===== config.mk =====
export PLATFORM = sky130hd
export DESIGN_NAME = request_timeout_tracker_core
export DESIGN_NICKNAME = d
export VERILOG_FILES = /design/src/hw/rtl/rtt_pkg.sv /design/src/hw/rtl/rtt_front.sv /design/src/hw/rtl/rtt_back.sv /design/src/hw/rtl/request_timeout_tracker_core.sv
export SDC_FILE = /design/constraint.sdc
export NUM_CORES = 1
export LEC_CHECK = 0
export BUFFER_PORTS_ARGS = -buffer_cell sky130_fd_sc_hd__buf_2
export CORE_UTILIZATION = 35
export DETAILED_ROUTE_END_ITERATION = 7
export SETUP_SLACK_MARGIN = 0.05
export SLEW_MARGIN = 20
export SYNTH_ARGS = -nofsm -noshare
export SYNTH_HDL_FRONTEND = slang
export SYNTH_SLANG_ARGS = --single-unit

===== constraint.sdc =====
create_clock -name clk -period 7.1 [get_ports clk]
set_clock_uncertainty 0.05 [all_clocks]
set_input_delay 0.355 -clock clk [delete_from_list [all_inputs] [get_ports clk]]
set_output_delay 0.355 -clock clk [all_outputs]
set_load 0.02 [all_outputs]

===== src/hw/rtl/rtt_pkg.sv =====
// ----------------------------------------------------------------------------
// Request timeout tracker package
// Shared types and constants for the front queue and the table walker.
// ----------------------------------------------------------------------------
`default_nettype none

package rtt_pkg;

  localparam int ENTRIES = 16;
  localparam int IDX_W   = $clog2(ENTRIES);
  localparam int ID_W    = 32;
  localparam int TMO_W   = 16;
  localparam int SLOT_W  = 4;
  localparam int QDEPTH  = 2;

  localparam logic [1:0] CMD_NEW  = 2'd0;
  localparam logic [1:0] CMD_RESP = 2'd1;
  localparam logic [1:0] CMD_TICK = 2'd2;

  typedef enum logic [1:0] {
    OP_NEW,
    OP_RESP,
    OP_TICK
  } op_t;

  typedef enum logic [2:0] {
    KIND_ACCEPT    = 3'd0,
    KIND_FULL      = 3'd1,
    KIND_DELIVER   = 3'd2,
    KIND_UNMATCHED = 3'd3,
    KIND_RETX      = 3'd4,
    KIND_TIMEOUT   = 3'd5
  } kind_t;

  typedef enum logic [1:0] {
    ST_IDLE,
    ST_WALK,
    ST_FLUSH
  } st_t;

  typedef struct packed {
    logic [1:0]       cmd;
    logic [ID_W-1:0]  req_id;
    logic [TMO_W-1:0] timeout;
  } in_item_t;

  typedef struct packed {
    kind_t             kind;
    logic [SLOT_W-1:0] slot;
    logic [ID_W-1:0]   id_out;
    logic              last;
  } out_item_t;

  typedef struct packed {
    op_t              op;
    logic [ID_W-1:0]  req_id;
    logic [TMO_W-1:0] timeout;
  } q_item_t;

endpackage

`default_nettype wire


===== src/hw/rtl/rtt_front.sv =====
// ----------------------------------------------------------------------------
// Request timeout tracker front end
// Accepts commands, decodes them and holds them in a short queue.
// ----------------------------------------------------------------------------
`default_nettype none

module rtt_front
  import rtt_pkg::*;
(
  input  wire logic     clk,
  input  wire logic     rst_n,
  input  wire logic     in_valid,
  output logic          in_stall,
  input  wire in_item_t in_data,
  output logic          q_valid,
  output q_item_t       q_item,
  input  wire logic     q_pop
);

  localparam int PTR_W = $clog2(QDEPTH);
  localparam int CNT_W = $clog2(QDEPTH + 1);

  q_item_t          q_mem_r [QDEPTH];
  logic [PTR_W-1:0] wr_ptr_r, wr_ptr_nxt;
  logic [PTR_W-1:0] rd_ptr_r, rd_ptr_nxt;
  logic [CNT_W-1:0] cnt_r, cnt_nxt;
  logic             push;
  logic             do_pop;
  logic             known;
  q_item_t          dec_item;

  assign in_stall = (cnt_r == CNT_W'(QDEPTH));
  assign q_valid  = (cnt_r != '0);
  assign q_item   = q_mem_r[rd_ptr_r];

  // The unused command code is taken and dropped here.
  always_comb begin
    known            = 1'b1;
    dec_item.op      = OP_NEW;
    dec_item.req_id  = in_data.req_id;
    dec_item.timeout = in_data.timeout;
    unique case (in_data.cmd)
      CMD_NEW:  dec_item.op = OP_NEW;
      CMD_RESP: dec_item.op = OP_RESP;
      CMD_TICK: dec_item.op = OP_TICK;
      default:  known = 1'b0;
    endcase
  end

  assign push   = in_valid && !in_stall && known;
  assign do_pop = q_pop && q_valid;

  always_comb begin
    wr_ptr_nxt = wr_ptr_r;
    rd_ptr_nxt = rd_ptr_r;
    cnt_nxt    = cnt_r;
    if (push) begin
      wr_ptr_nxt = (wr_ptr_r == PTR_W'(QDEPTH - 1)) ? '0 : wr_ptr_r + 1'b1;
    end
    if (do_pop) begin
      rd_ptr_nxt = (rd_ptr_r == PTR_W'(QDEPTH - 1)) ? '0 : rd_ptr_r + 1'b1;
    end
    if (push && !do_pop) begin
      cnt_nxt = cnt_r + 1'b1;
    end else if (do_pop && !push) begin
      cnt_nxt = cnt_r - 1'b1;
    end
  end

  always_ff @(posedge clk) begin
    if (!rst_n) begin
      wr_ptr_r <= '0;
      rd_ptr_r <= '0;
      cnt_r    <= '0;
    end else begin
      wr_ptr_r <= wr_ptr_nxt;
      rd_ptr_r <= rd_ptr_nxt;
      cnt_r    <= cnt_nxt;
    end
  end

  always_ff @(posedge clk) begin
    if (push) begin
      q_mem_r[wr_ptr_r] <= dec_item;
    end
  end

endmodule

`default_nettype wire


===== src/hw/rtl/rtt_back.sv =====
// ----------------------------------------------------------------------------
// Request timeout tracker back end
// Holds the table; a response or tick walks a slot per cycle unless stalled.
// ----------------------------------------------------------------------------
`default_nettype none

module rtt_back
  import rtt_pkg::*;
(
  input  wire logic      clk,
  input  wire logic      rst_n,
  input  wire logic      q_valid,
  input  wire q_item_t   q_item,
  output logic           q_pop,
  output logic           out_valid,
  input  wire logic      out_stall,
  output out_item_t      out_data
);

  logic [ENTRIES-1:0] valid_r;
  logic [ID_W-1:0]    id_r   [ENTRIES];
  logic [TMO_W-1:0]   lim_r  [ENTRIES];
  logic [TMO_W-1:0]   ticks_r[ENTRIES];

  st_t              state_r, state_nxt;
  logic [IDX_W-1:0] idx_r, idx_nxt;
  op_t              cur_op_r;
  logic [ID_W-1:0]  cur_id_r;
  logic             pend_valid_r, pend_valid_nxt;
  out_item_t        pend_r;
  logic             out_valid_r, out_valid_nxt;
  out_item_t        out_data_r;

  logic             e_valid;
  logic [ID_W-1:0]  e_id;
  logic [TMO_W-1:0] e_ticks;
  logic [TMO_W-1:0] tick_inc;
  logic             below;
  logic             hit;
  out_item_t        hit_item;
  logic             out_free;
  logic             walk_go;
  logic             walk_end;
  logic             flush_needs_out;
  logic [IDX_W-1:0] free_idx;
  logic             free_found;

  logic             out_load;
  out_item_t        out_load_item;
  logic             pend_set;
  logic             pend_clr;
  logic             cur_load;
  logic             wr_new;
  logic             wr_walk;

  assign out_valid = out_valid_r;
  assign out_data  = out_data_r;

  // Entry under the walk pointer.
  assign e_valid  = valid_r[idx_r];
  assign e_id     = id_r[idx_r];
  assign e_ticks  = ticks_r[idx_r];
  assign tick_inc = e_ticks + 1'b1;
  assign below    = (e_ticks < lim_r[idx_r]);

  always_comb begin
    hit_item.slot   = SLOT_W'(idx_r);
    hit_item.id_out = e_id;
    hit_item.last   = 1'b0;
    if (cur_op_r == OP_RESP) begin
      hit           = e_valid && (e_id == cur_id_r);
      hit_item.kind = KIND_DELIVER;
    end else begin
      hit           = e_valid && (!below || !tick_inc[0]);
      hit_item.kind = below ? KIND_RETX : KIND_TIMEOUT;
    end
  end

  // Lowest free slot.
  always_comb begin
    free_idx   = '0;
    free_found = 1'b0;
    for (int i = ENTRIES - 1; i >= 0; i--) begin
      if (!valid_r[i]) begin
        free_idx   = IDX_W'(i);
        free_found = 1'b1;
      end
    end
  end

  assign out_free        = !out_valid_r || !out_stall;
  assign walk_go         = (state_r == ST_WALK) && (!hit || !pend_valid_r || out_free);
  assign walk_end        = (idx_r == IDX_W'(ENTRIES - 1));
  assign flush_needs_out = pend_valid_r || (cur_op_r == OP_RESP);

  // Next state.
  always_comb begin
    state_nxt = state_r;
    unique case (state_r)
      ST_IDLE: begin
        if (q_valid && q_item.op != OP_NEW) begin
          state_nxt = ST_WALK;
        end
      end
      ST_WALK: begin
        if (walk_go && walk_end) begin
          state_nxt = ST_FLUSH;
        end
      end
      ST_FLUSH: begin
        if (!flush_needs_out || out_free) begin
          state_nxt = ST_IDLE;
        end
      end
      default: state_nxt = ST_IDLE;
    endcase
  end

  // Controls.
  always_comb begin
    q_pop         = 1'b0;
    out_load      = 1'b0;
    out_load_item = pend_r;
    pend_set      = 1'b0;
    pend_clr      = 1'b0;
    cur_load      = 1'b0;
    wr_new        = 1'b0;
    wr_walk       = 1'b0;
    unique case (state_r)
      ST_IDLE: begin
        if (q_valid) begin
          if (q_item.op == OP_NEW) begin
            if (out_free) begin
              q_pop                = 1'b1;
              out_load             = 1'b1;
              wr_new               = free_found;
              out_load_item.kind   = free_found ? KIND_ACCEPT : KIND_FULL;
              out_load_item.slot   = free_found ? SLOT_W'(free_idx) : '0;
              out_load_item.id_out = q_item.req_id;
              out_load_item.last   = 1'b1;
            end
          end else begin
            q_pop    = 1'b1;
            cur_load = 1'b1;
          end
        end
      end
      ST_WALK: begin
        if (walk_go) begin
          wr_walk = 1'b1;
          if (hit) begin
            pend_set           = 1'b1;
            out_load           = pend_valid_r;
            out_load_item.last = 1'b0;
          end
        end
      end
      ST_FLUSH: begin
        if (out_free) begin
          if (pend_valid_r) begin
            out_load           = 1'b1;
            out_load_item.last = 1'b1;
            pend_clr           = 1'b1;
          end else if (cur_op_r == OP_RESP) begin
            out_load             = 1'b1;
            out_load_item.kind   = KIND_UNMATCHED;
            out_load_item.slot   = '0;
            out_load_item.id_out = cur_id_r;
            out_load_item.last   = 1'b1;
          end
        end
      end
      default: ;
    endcase
  end

  always_comb begin
    idx_nxt = idx_r;
    if (cur_load) begin
      idx_nxt = '0;
    end else if (walk_go) begin
      idx_nxt = idx_r + 1'b1;
    end
  end

  always_comb begin
    pend_valid_nxt = pend_valid_r;
    if (pend_set) begin
      pend_valid_nxt = 1'b1;
    end else if (pend_clr) begin
      pend_valid_nxt = 1'b0;
    end
  end

  always_comb begin
    out_valid_nxt = out_valid_r;
    if (out_load) begin
      out_valid_nxt = 1'b1;
    end else if (!out_stall) begin
      out_valid_nxt = 1'b0;
    end
  end

  always_ff @(posedge clk) begin
    if (!rst_n) begin
      state_r      <= ST_IDLE;
      idx_r        <= '0;
      pend_valid_r <= 1'b0;
      out_valid_r  <= 1'b0;
    end else begin
      state_r      <= state_nxt;
      idx_r        <= idx_nxt;
      pend_valid_r <= pend_valid_nxt;
      out_valid_r  <= out_valid_nxt;
    end
  end

  always_ff @(posedge clk) begin
    if (cur_load) begin
      cur_op_r <= q_item.op;
      cur_id_r <= q_item.req_id;
    end
    if (pend_set) begin
      pend_r <= hit_item;
    end
    if (out_load) begin
      out_data_r <= out_load_item;
    end
  end

  // Slot valid bits.
  always_ff @(posedge clk) begin
    if (!rst_n) begin
      valid_r <= '0;
    end else if (wr_new) begin
      valid_r[free_idx] <= 1'b1;
    end else if (wr_walk && hit && (cur_op_r == OP_RESP || !below)) begin
      valid_r[idx_r] <= 1'b0;
    end
  end

  // Slot contents.
  always_ff @(posedge clk) begin
    if (wr_new) begin
      id_r[free_idx]    <= q_item.req_id;
      lim_r[free_idx]   <= q_item.timeout;
      ticks_r[free_idx] <= '0;
    end else if (wr_walk && cur_op_r == OP_TICK && e_valid && below) begin
      ticks_r[idx_r] <= tick_inc;
    end
  end

endmodule

`default_nettype wire


===== src/hw/rtl/request_timeout_tracker_core.sv =====
// New request: its single result is registered and appears in the cycle after it leaves the queue.
// A response or a tick walks all 16 slots, one per cycle unless a result waits on a blocked output.
// Throughput: one new request per cycle while the output is free; each walk ends before the next pop.
// Reset: rst_n is synchronous and active low; it empties the queue and frees every slot.
// ----------------------------------------------------------------------------
// Request timeout tracker core
// Tracks up to sixteen outstanding requests with per-request tick limits,
// matching responses, retransmission requests and timeouts.
// ----------------------------------------------------------------------------
`default_nettype none

module request_timeout_tracker_core
  import rtt_pkg::*;
(
  input  wire logic      clk,
  input  wire logic      rst_n,
  // Command channel.
  input  wire logic      in_valid,
  output logic           in_stall,
  input  wire in_item_t  in_data,
  // Result channel.
  output logic           out_valid,
  input  wire logic      out_stall,
  output out_item_t      out_data
);

  // The front end decodes each command transfer and parks it in a two-entry
  // queue, so new commands are taken while the table walk is still busy.
  // The unused command code is accepted and dropped without a result.
  logic    q_valid;
  q_item_t q_item;
  logic    q_pop;

  rtt_front u_front (
    .clk      (clk),
    .rst_n    (rst_n),
    .in_valid (in_valid),
    .in_stall (in_stall),
    .in_data  (in_data),
    .q_valid  (q_valid),
    .q_item   (q_item),
    .q_pop    (q_pop)
  );

  // The back end owns the slot table. A new request goes straight to the
  // lowest free slot. A response or tick visits the slots in ascending
  // order; each result waits in a pending register until the next one, so
  // that the final result of a command can be flagged as last when the walk
  // ends. Results leave through an output register, and the walk pauses
  // when a result must enter that register while it is blocked.
  rtt_back u_back (
    .clk       (clk),
    .rst_n     (rst_n),
    .q_valid   (q_valid),
    .q_item    (q_item),
    .q_pop     (q_pop),
    .out_valid (out_valid),
    .out_stall (out_stall),
    .out_data  (out_data)
  );

endmodule

`default_nettype wire


# [Word-level counts from Yosys, hierarchy flattened]
# Memory sizes are Yosys's and may differ from the RTL's. A register that Yosys moved wholly into a read port is not among the register bits.
# Cells that the tools add are included.
# W data, S select, Z words.
[word_totals] register_bits=141 in_bits=54 wordCells=207 n_memories=4 ram_bits=1124
[classes] magnitude_cmp=5 addsub=6 n_mux=112 eq_ne=13 bitwise=4 n_reduce_logical=46
[mem_list] name="u_back.id_r" depth=16 word_bits=32 rd=1 rd_ports_with_merged_regs=1 wr=1 line="rtt_back.sv:21" rtl="logic [ID_W-1:0] id_r [ENTRIES];"
[mem_list] name="u_back.lim_r" depth=16 word_bits=16 rd=1 rd_ports_with_merged_regs=1 wr=1 line="rtt_back.sv:22" rtl="logic [TMO_W-1:0] lim_r [ENTRIES];"
[mem_list] name="u_back.ticks_r" depth=16 word_bits=16 rd=1 rd_ports_with_merged_regs=1 wr=1 line="rtt_back.sv:23" rtl="logic [TMO_W-1:0] ticks_r[ENTRIES];"
[mem_list] name="u_front.q_mem_r" depth=2 word_bits=50 rd=1 rd_ports_with_merged_regs=1 wr=1 line="rtt_front.sv:23" rtl="q_item_t q_mem_r [QDEPTH];"
[ops] operator="$mux W40" n=5
[ops] operator="$mux W4" n=24
[ops] operator="$pmux W39 S2" n=1
[ops] operator="$mux W1" n=66
[ops] operator="$mux W16" n=3
[ops] operator="$mux W39" n=1
[ops] operator="$eq A32 B32 Y1" n=1
[ops] operator="$logic_and A1 B1 Y1" n=17
[ops] operator="$add A16 B1 Y16 const B" n=1
[ops] operator="$and A16 B16 Y16" n=1
[ops] operator="$lt A16 B16 Y1" n=1
[ops] operator="$not A16 Y16" n=1
[ops] operator="$or A16 B16 Y16" n=1
[ops] operator="$reduce_or A16 Y1" n=1
[ops] operator="$logic_not A1 Y1" n=10
[ops] operator="$lt A4 B5 Y1 const B" n=2
[ops] operator="$mux W2" n=5
[ops] operator="$reduce_bool A2 Y1" n=5
[ops] operator="$demux W1 S4" n=2
[ops] operator="$eq A2 B2 Y1 const B" n=4
[ops] operator="$ge A4 B1 Y1 const B" n=2
[ops] operator="$logic_or A1 B1 Y1" n=7
[ops] operator="$eq A2 B1 Y1 const B" n=3
[ops] operator="$logic_not A2 Y1" n=3
[ops] operator="other kinds (16)" n=19

# [Depth between registers and ports, before layout]
# Gate-level depths: netlist of run 1.
[logic_depth] depth_word=24 depth_mapped=25 ltp_nobuf=14

# [By module]
# From an unflattened synthesis of run 1, not the netlist that was laid out.
[unflattened] hier_cells=2539 area_unflattened_um2=50393.3
[by_module_without_submodules] mod="rtt_back" area_per_inst_um2=46535.9 instances=1 seq_area_each_um2=34703.3 cells_each=2356
[by_module_without_submodules] mod="rtt_front" area_per_inst_um2=3857.4 instances=1 seq_area_each_um2=3103.0 cells_each=183

# [Worst setup path before layout of run 1]
# OpenSTA, ideal clock, no wires.
[synth_path] path_type="flip-flop to flip-flop" startpoint="register u_back.valid_r[15]" endpoint="memory u_back.ticks_r[2][0] (enable)" period_less_slack_ns=7.216 t_arrival_ns=6.820 n_path_buf=1 slack_ns=-0.116 path_stages_with_launch=11 t_required_ns=6.705 cell_sequence="dfxtp_1 nand2b_1 a21boi_0 o21ai_0 a21boi_0 o21ai_0 a21boi_0 o21a_1 clkbuf_1 nor4_1 a31o_2"
[synth_via] elab_chain_cells=24 elab_cells_between_ends=58
[synth_rtl] item="start: declaration" line="rtt_back.sv:20" rtl="logic [ENTRIES-1:0] valid_r;"
[synth_rtl] item="start signal: assignment" line="rtt_back.sv:234" rtl="valid_r <= '0;"
[synth_rtl] item="start signal: indexed assignment" line="rtt_back.sv:236" rtl="valid_r[free_idx] <= 1'b1;"
[synth_rtl] item="start signal: indexed assignment" line="rtt_back.sv:238" rtl="valid_r[idx_r] <= 1'b0;"
[synth_rtl] item="$mux W1 (16 in series)" line="rtt_back.sv:84" rtl="if (!valid_r[i]) begin"
[synth_rtl] item="$mux W1" line="rtt_back.sv:133" rtl="if (out_free) begin"
[synth_rtl] item="$mux W1" line="rtt_back.sv:132" rtl="if (q_item.op == OP_NEW) begin"
[synth_rtl] item="$mux W1" line="rtt_back.sv:131" rtl="if (q_valid) begin"
[synth_rtl] item="$mux W1" line="rtt_back.sv:129" rtl="unique case (state_r)"
[synth_rtl] item="$mux W1" line="rtt_back.sv:244" rtl="if (wr_new) begin"
[synth_rtl] item="$mux W1 (not written as such)" line="rtt_back.sv:249" rtl="ticks_r[idx_r] <= tick_inc;"
[synth_rtl] item="$reduce_or A16 Y1 (no source line)"
[synth_rtl] item="$mux W4 (no source line) or $mux W1 (tied branches)"
[synth_rtl] item="end: declaration" line="rtt_back.sv:23"
# Several ways; a longest one is shown, not always the timed one. The select of a mux whose other input is x is not followed.

==> results of run 1 <==
worst max-delay path: stages, from the launching register on:
cell	delay, ns
dfxtp_4	0.69
buf_4	0.32
buf_4	0.53
mux4_2	0.61
xor2_1	0.16
o311ai_1	0.61
o2111ai_1	0.37
a2111oi_2	0.46
nand4_2	0.42
nand2_2	0.27
a41o_2	0.71
buf_4	0.30
cell families (layout without fill, tap and decap cells):
group / Yosys count / after routing / synth area share [%]
other cells: 0 / 2 / 0
fa+ha+maj: 21 / 21 / 0.523
compound gates: 190 / 190 / 2.61
flops: 1270 / 1270 / 75.3
buf+inv: 150 / 495 / 1.64
simple gates: 387 / 387 / 3.69
mux: 430 / 430 / 15.2
xor+xnor: 56 / 56 / 0.977
placed cells by master (no fill, tap or decap), types with 7 or more instances in the layout:
cell	count
clkbuf_1	31
clkbuf_16	141
clkinv_1	22
mux2_2	55
a21oi_1	26
a31oi_1	22
buf_4	56
a211oi_1	7
a21boi_0	7
nor2_4	9
and2_1	16
dfxtp_1	28
nor2_1	48
buf_2	95
ha_1	21
bufinv_16	13
nand3_1	57
xor2_1	27
inv_1	32
buf_12	15
mux2i_1	113
mux4_2	262
o211ai_1	8
a22oi_1	31
dlygate4sd3_1	52
clkinv_2	23
nor3_1	11
o21ai_0	32
nor2b_1	15
and3_1	13
nand2_1	153
edfxtp_1	1237
xnor2_1	29
nand4_1	11
per-stage QoR:
step                hold WS (ns)  instances  setup WS [ns]  utilization (%)
finish                     0.213       4741           1.22             41.1
global route               0.227       4739          0.963             41.1
CTS                        0.162       4738           1.17             41.1
detailed placement         0.483       4443           1.21             37.6
global placement           0.452       4443           1.25             37.6
floorplan                  0.404       2504          0.141                -
path summary, 6_finish.rpt:
kind	slack, ns	cells past startpoint	start	endpoint
worst max-delay path	1.22	11	flop	u_back.out_data[33]
worst min-delay path	0.21	4	in_valid	u_front.wr_ptr_r
worst max register to register	1.22	11	flop	u_back.out_data[33]
worst min register to register	0.49	2	u_front.cnt_r[1]	u_front.cnt_r[1]
synth_stat cells (4+ instances only):
cell type  count  area (µm²)
o22ai_1        4        25.0
nand4_1       11        68.8
buf_6         16         180
o21ai_0       32         160
nor2_1        58         218
xnor2_1       29         254
a22oi_1       31         233
nor4_1         6        37.5
a21oi_1       28         140
clkbuf_1      31         116
a211oi_1       7        52.6
nand4b_1       4        35.0
nand3_1       57         285
mux2i_1      113        1130
or3_1          4        25.0
xor2_1        27         236
mux2_2        55         619
a21o_1         6        45.0
buf_1         20        75.1
dfxtp_1       33         661
nand2b_1       5        31.3
nor2b_1       19         119
a22o_1         6        52.6
a31oi_1       22         138
mux4_2       262        5900
o211ai_1       8        60.1
nand2_1      153         574
edfxtp_1    1237       37100
buf_2         31         155
a21boi_0       7        52.6
buf_4         15         113
inv_1         33         124
nor3_1        17        85.1
and3_1        14        87.6
and2_1        18         113
o21a_1         4        30.0
ha_1          21         263
registers in the layout (all words and copies together), names as in the netlist, named ones only:
register	count
u_back.ticks_r	256
u_front.wr_ptr_r	1
u_back.pend_valid_r	1
u_back.out_data	40
u_back.idx_r	4
u_back.lim_r	256
u_back.state_r	2
u_front.rd_ptr_r	1
u_back.cur_op_r	2
u_front.q_mem_r	100
u_back.pend_r	39
u_back.valid_r	16
u_back.out_valid	1
u_front.cnt_r	2
u_back.cur_id_r	32
u_back.id_r	512
layout make-up:
class | instances | area, µm²
fill | 12600 | 83600
sequential | 1270 | 37800
multi-input combinational | 1084 | 11800
clock buffer | 172 | 3640
tap | 1890 | 2360
timing repair buffer | 218 | 1720
clock inverter | 71 | 806
inverter | 34 | 130
antenna | 2 | 5.00
metal layers:
metal  part of all wire, %  wire length [µm]  vias to the layer above  global-route usage [%]
met4                   2.9              3620                        6                    6.14
li1                      -                 -                    10700                       -
met1                    43             52600                    13400                    23.4
met5                 0.033                41                        -                       0
met2                    47             58600                      892                    26.8
met3                   7.1              8740                      187                    3.65
report_power, final:
part | total (mW) | switching, mW | internal [mW]
clock network | 7.08 | 2.95 | 4.14
registers | 9.20 | 0.207 | 8.99
logic | 3.85 | 2.35 | 1.50
what timing repair did:
| action | in CTS | in global routing |
|---|---|---|
| buffers inserted | 0 | 0 |
| endpoints found under the hold margin | 122 | 0 |
| hold buffers | 52 | 0 |
==> flow_summary_export.csv, run 1 <==
group,metric,value,unit
power_and_ir_drop,peakVddDrop,231,µV
final_layout,final_nets,2818,
timing,grt_setup_unrepaired,"no",
routing,ant_nets,0,
grt,grt_max_degree,68,
worst_hold_path,hp-class,"primary input to flop",
timing,fmax,0.170,GHz
final_layout,stdcell_area,58300,µm²
timing,hold_violations,0,
clocking,cts_buffer_depth,3,
grt,grt_pass1_wl,179000,µm
job,drv_cap,0,
routing,drtPass1Iterations,5,
final_layout,drive_above_1_share,25.6,%
floorplan,ioPinCount,96,
synthesis,syn_area_per_cell,20.0,µm²
timing,max_slew.worst_pin.slew,1.14,ns
floorplan,die_h,381,µm
clocking,postCtsResizedCells,0,
synthesis,synth-seq-area-share,75.3,%
synthesis,syn_nets,2579,
worst_setup_path,path_class,"flop to flop",
clocking,cts_tree,"done",
floorplan,dieWidth,381,µm
worst_setup_path,critPathLaunchType,"flop",
timing,slew_viol_final,0,
synthesis,synth_area,50200,µm²
grt,grt.total_usage,17.1,%
timing,min_period,5.88,ns
synthesis,netlist_instances,2504,
grt,antenna_found_initial,6,
clocking,clk_pin_slew,0.06,ns
synthesis,synth_edf_count,1237,
placement,dp_hpwl,69200,µm
floorplan,core,142000,µm²
routing,drc,0,
synthesis,ys_types,72,
power_and_ir_drop,p_leak,18.7,nW
clocking,ctsRootBufferMaster,"clkbuf_16",
placement,place_area,53300,µm²
worst_setup_path,end_kind,"flop",
synthesis,synthArstFlopShare,0,%
placement,numPortBuffers,95,
floorplan,fp-row-count,138,
clocking,cts_inserted_buffers,135,
floorplan,dieArea,145000,µm²
power_and_ir_drop,powerDensity,345,nW/µm²
final_layout,area_delta_synth_final,16.2,%
worst_setup_path,cp_max_fo,39,
timing,fin_tns_setup,0,ns
clocking,htreeDepth,4,
timing,fin_crit_sh,82.8,%
routing,wl_per_cell,26.1,µm
outcome,status,"finished clean",
floorplan,start_util,35.4,%
routing,vias_per_cell,5.31,
placement,gp_congestion,0.815,
routing,drt_wl_total,124000,µm
clocking,insertion_delay,0.77,ns
grt,grt_overflow,0,
synthesis,synth_flop_cell,"edfxtp_1",
power_and_ir_drop,totalPowerFinal,20.1,mW
synthesis,yosysWarnings,0,
grt,grt_pass1_vias,25500,
routing,drt_iter0_drc,2506,
clocking,cts_num_sinks,1270,
timing,setup_viol,0,
synthesis,synth-seq-cells,1270,
worst_setup_path,cp.required,7.48,ns
timing,relSlewSlack,23.5,%
routing,vias,25200,
worst_setup_path,critPathArrivalTime,6.27,ns
Power figures use the tool's default switching activity.
==> run 2, diff against run 1 <==
Clock period 7.1 ns to 5.7 ns, I/O delays scaled along.
==> run 2 against run 1 <==
Core utilization is 0.39 points higher. Die area stayed put. Total power is 25% higher. Largest power group unchanged.
==> flow_summary_export.csv, run 2 (synthesized netlist as in run 1, its figures left out) <==
group,metric,value,unit
outcome,status,"finished clean",
final_layout,area_delta_synth_final,17.3,%
clocking,insertion_delay,0.78,ns
clocking,ctsRootBufferMaster,"clkbuf_16",
power_and_ir_drop,powerDensity,426,nW/µm²
grt,grt_pass1_wl,180000,µm
worst_setup_path,path_buf_inv,3,
final_layout,mostFrequentLayoutCell,"edfxtp_1",
timing,max_slew.worst_pin.slew,1.16,ns
grt,grt_overflow,0,
grt,antenna_found_initial,5,
routing,drtPass1Iterations,7,
power_and_ir_drop,combPwrFrac,19.6,%
clocking,htreeDepth,4,
power_and_ir_drop,clkPwrFrac,34.8,%
clocking,cts_inserted_buffers,136,
timing,grt_setup_unrepaired,"no",
power_and_ir_drop,totalPowerFinal,25.1,mW
floorplan,ioPinCount,96,
timing,worst_hold_slack,0.142,ns
final_layout,largest_reg_flops,512,
worst_setup_path,crit_chain,"buf_12 > buf_12 > mux4_2 > mux4_2 > ha_1 > a21oi_1 > nor2_1 > a211oi_1 > o211ai_1 > a21oi_1 > nand4b_1 > buf_4 > or4_1 > a2bb2oi_4",
routing,vias_per_cell,5.29,
power_and_ir_drop,p_switching,6.90,mW
grt,grt.total_usage,17.0,%
power_and_ir_drop,peakVddDrop,301,µV
floorplan,dieWidth,381,µm
timing,relSlewSlack,23.0,%
worst_setup_path,path_class,"flop to flop",
clocking,cts_buffer_depth,3,
floorplan,start_util,35.4,%
final_layout,top_register,"u_back.id_r",
timing,hold_violations,0,
worst_setup_path,cp_top_family,"compound AO/OA/AOI/OAI gates",
placement,gp_congestion,0.805,
routing,drc,0,
floorplan,core,142000,µm²
timing,fmax,0.186,GHz
routing,drt_iter0_drc,2393,
worst_setup_path,critPathArrivalTime,5.70,ns
routing,wl_per_cell,25.7,µm
final_layout,final_nets,2855,
placement,numPortBuffers,95,
final_layout,drive_above_1_share,26.6,%
power_and_ir_drop,p_leak,18.9,nW
grt,grt_max_degree,91,
routing,drt_wl_total,123000,µm
routing,ant_nets,0,
worst_setup_path,cp.required,6.03,ns
worst_hold_path,hp-class,"primary input to flop",
timing,fin_tns_setup,0,ns
final_layout,layout_common_cells,"1237 x edfxtp_1, 262 x mux4_2, 153 x nand2_1, 139 x clkbuf_16, 113 x mux2i_1",
timing,fin_crit_sh,94.2,%
power_and_ir_drop,swShare,27.5,%
timing,layout_setup_ws,0.329,ns
final_layout,reg.largest.list,"u_back.id_r: 512 flops, u_back.lim_r: 256 flops, u_back.ticks_r: 256 flops",
worst_setup_path,end_kind,"flop",
final_layout,utilization,41.5,%
grt,grt-busiest-layer,"met2",
routing,vias,25300,
placement,dp_slack,0.283,ns
worst_setup_path,critPathLaunchType,"flop",
clocking,clk_pin_slew,0.06,ns
power_and_ir_drop,p_int,18.2,mW
timing,slew_viol_final,0,
placement,dp_hpwl,69000,µm
timing,setup_viol,0,
power_and_ir_drop,seq_power_share,45.7,%
grt,grt_pass1_vias,25800,
timing,min_period,5.37,ns
job,drv_cap,0,
clocking,cts_num_sinks,1270,
grt,use_met1,23.8,%
worst_setup_path,crit_path_top_delay_cell,"a2bb2oi_4",
worst_setup_path,max_stage_delay,0.62,ns
worst_setup_path,cp_max_fo,32,
floorplan,die_h,381,µm
floorplan,fp-row-count,138,
floorplan,dieArea,145000,µm²
grt,grtUsageMet3,2.83,%
grt,grtUsageMet2,27.4,%
clocking,cts_tree,"done",
## run 2: cell count changes in the layout (fill, tap and decap cells not counted), sizes merged
cell | before | now
buf | 166 | 200
clkinv | 49 | 62
clkbuf | 172 | 161
clkinvlp | 2 | 6
bufinv | 13 | 11
dlygate4sd3 | 52 | 54
inv | 41 | 43
diode | 2 | 1
## run 2: power by group through the flow
| stage | Combinational (mW) | Sequential [mW] | Clock [mW] |
|---|---|---|---|
| after global placement | 4.86 | 11.6 | 0 |
| after detailed placement | 4.91 | 11.7 | 0 |
| after global routing | 5.28 | 11.5 | 9.26 |
| final | 4.91 | 11.5 | 8.72 |
| after CTS | 4.96 | 11.5 | 8.91 |
| after floorplan | 3.41 | 11.6 | 0 |
## run 2: final cells by class
type | instances | area, µm²
Fill cell | 12500 | 83100
Timing Repair Buffer | 254 | 2260
Tap cell | 1890 | 2360
Clock buffer | 161 | 3560
Antenna cell | 1 | 2.50
Multi-Input combinational cell | 1084 | 11900
Sequential cell | 1270 | 37800
Inverter | 34 | 130
Clock inverter | 88 | 847
## run 2: timing repair
item / 4_1_cts / 5_1_grt
setup buffers: 0 / 1
hold endpoints to repair: 125 / 0
hold buffers: 54 / 0
endpoints found under the setup margin: 0 / 28
resized for setup: 0 / 1
## run 2: final timing paths
check	startpoint	end	slack, ns	depth (start not counted)
setup / recovery	flop	u_back.ticks_r[9][10]	0.33	14
hold reg to reg	u_front.cnt_r[1]	u_front.cnt_r[1]	0.47	2
hold / removal	in_valid	u_front.wr_ptr_r	0.14	4
setup reg to reg	flop	u_back.ticks_r[9][10]	0.33	14
## run 2: worst min-delay path, cell delays in order
cell     delay (ns)
buf_2          0.10
nand3_1        0.25
and2_1         0.18
o21a_1         0.10
## run 2: routing by layer
metal | part of all wire (%) | wire (µm)
met5 | 0.011 | 13
met4 | 2.1 | 2590
met3 | 6.2 | 7680
met2 | 48 | 59100
met1 | 44 | 53600
## run 2: through the flow
stage               instance area (µm²)  instances
floorplan                         50500       2504
global placement                  53800       4475
detailed placement                53900       4476
CTS                               58800       4779
global route                      58900       4781
finish                            58900       4782
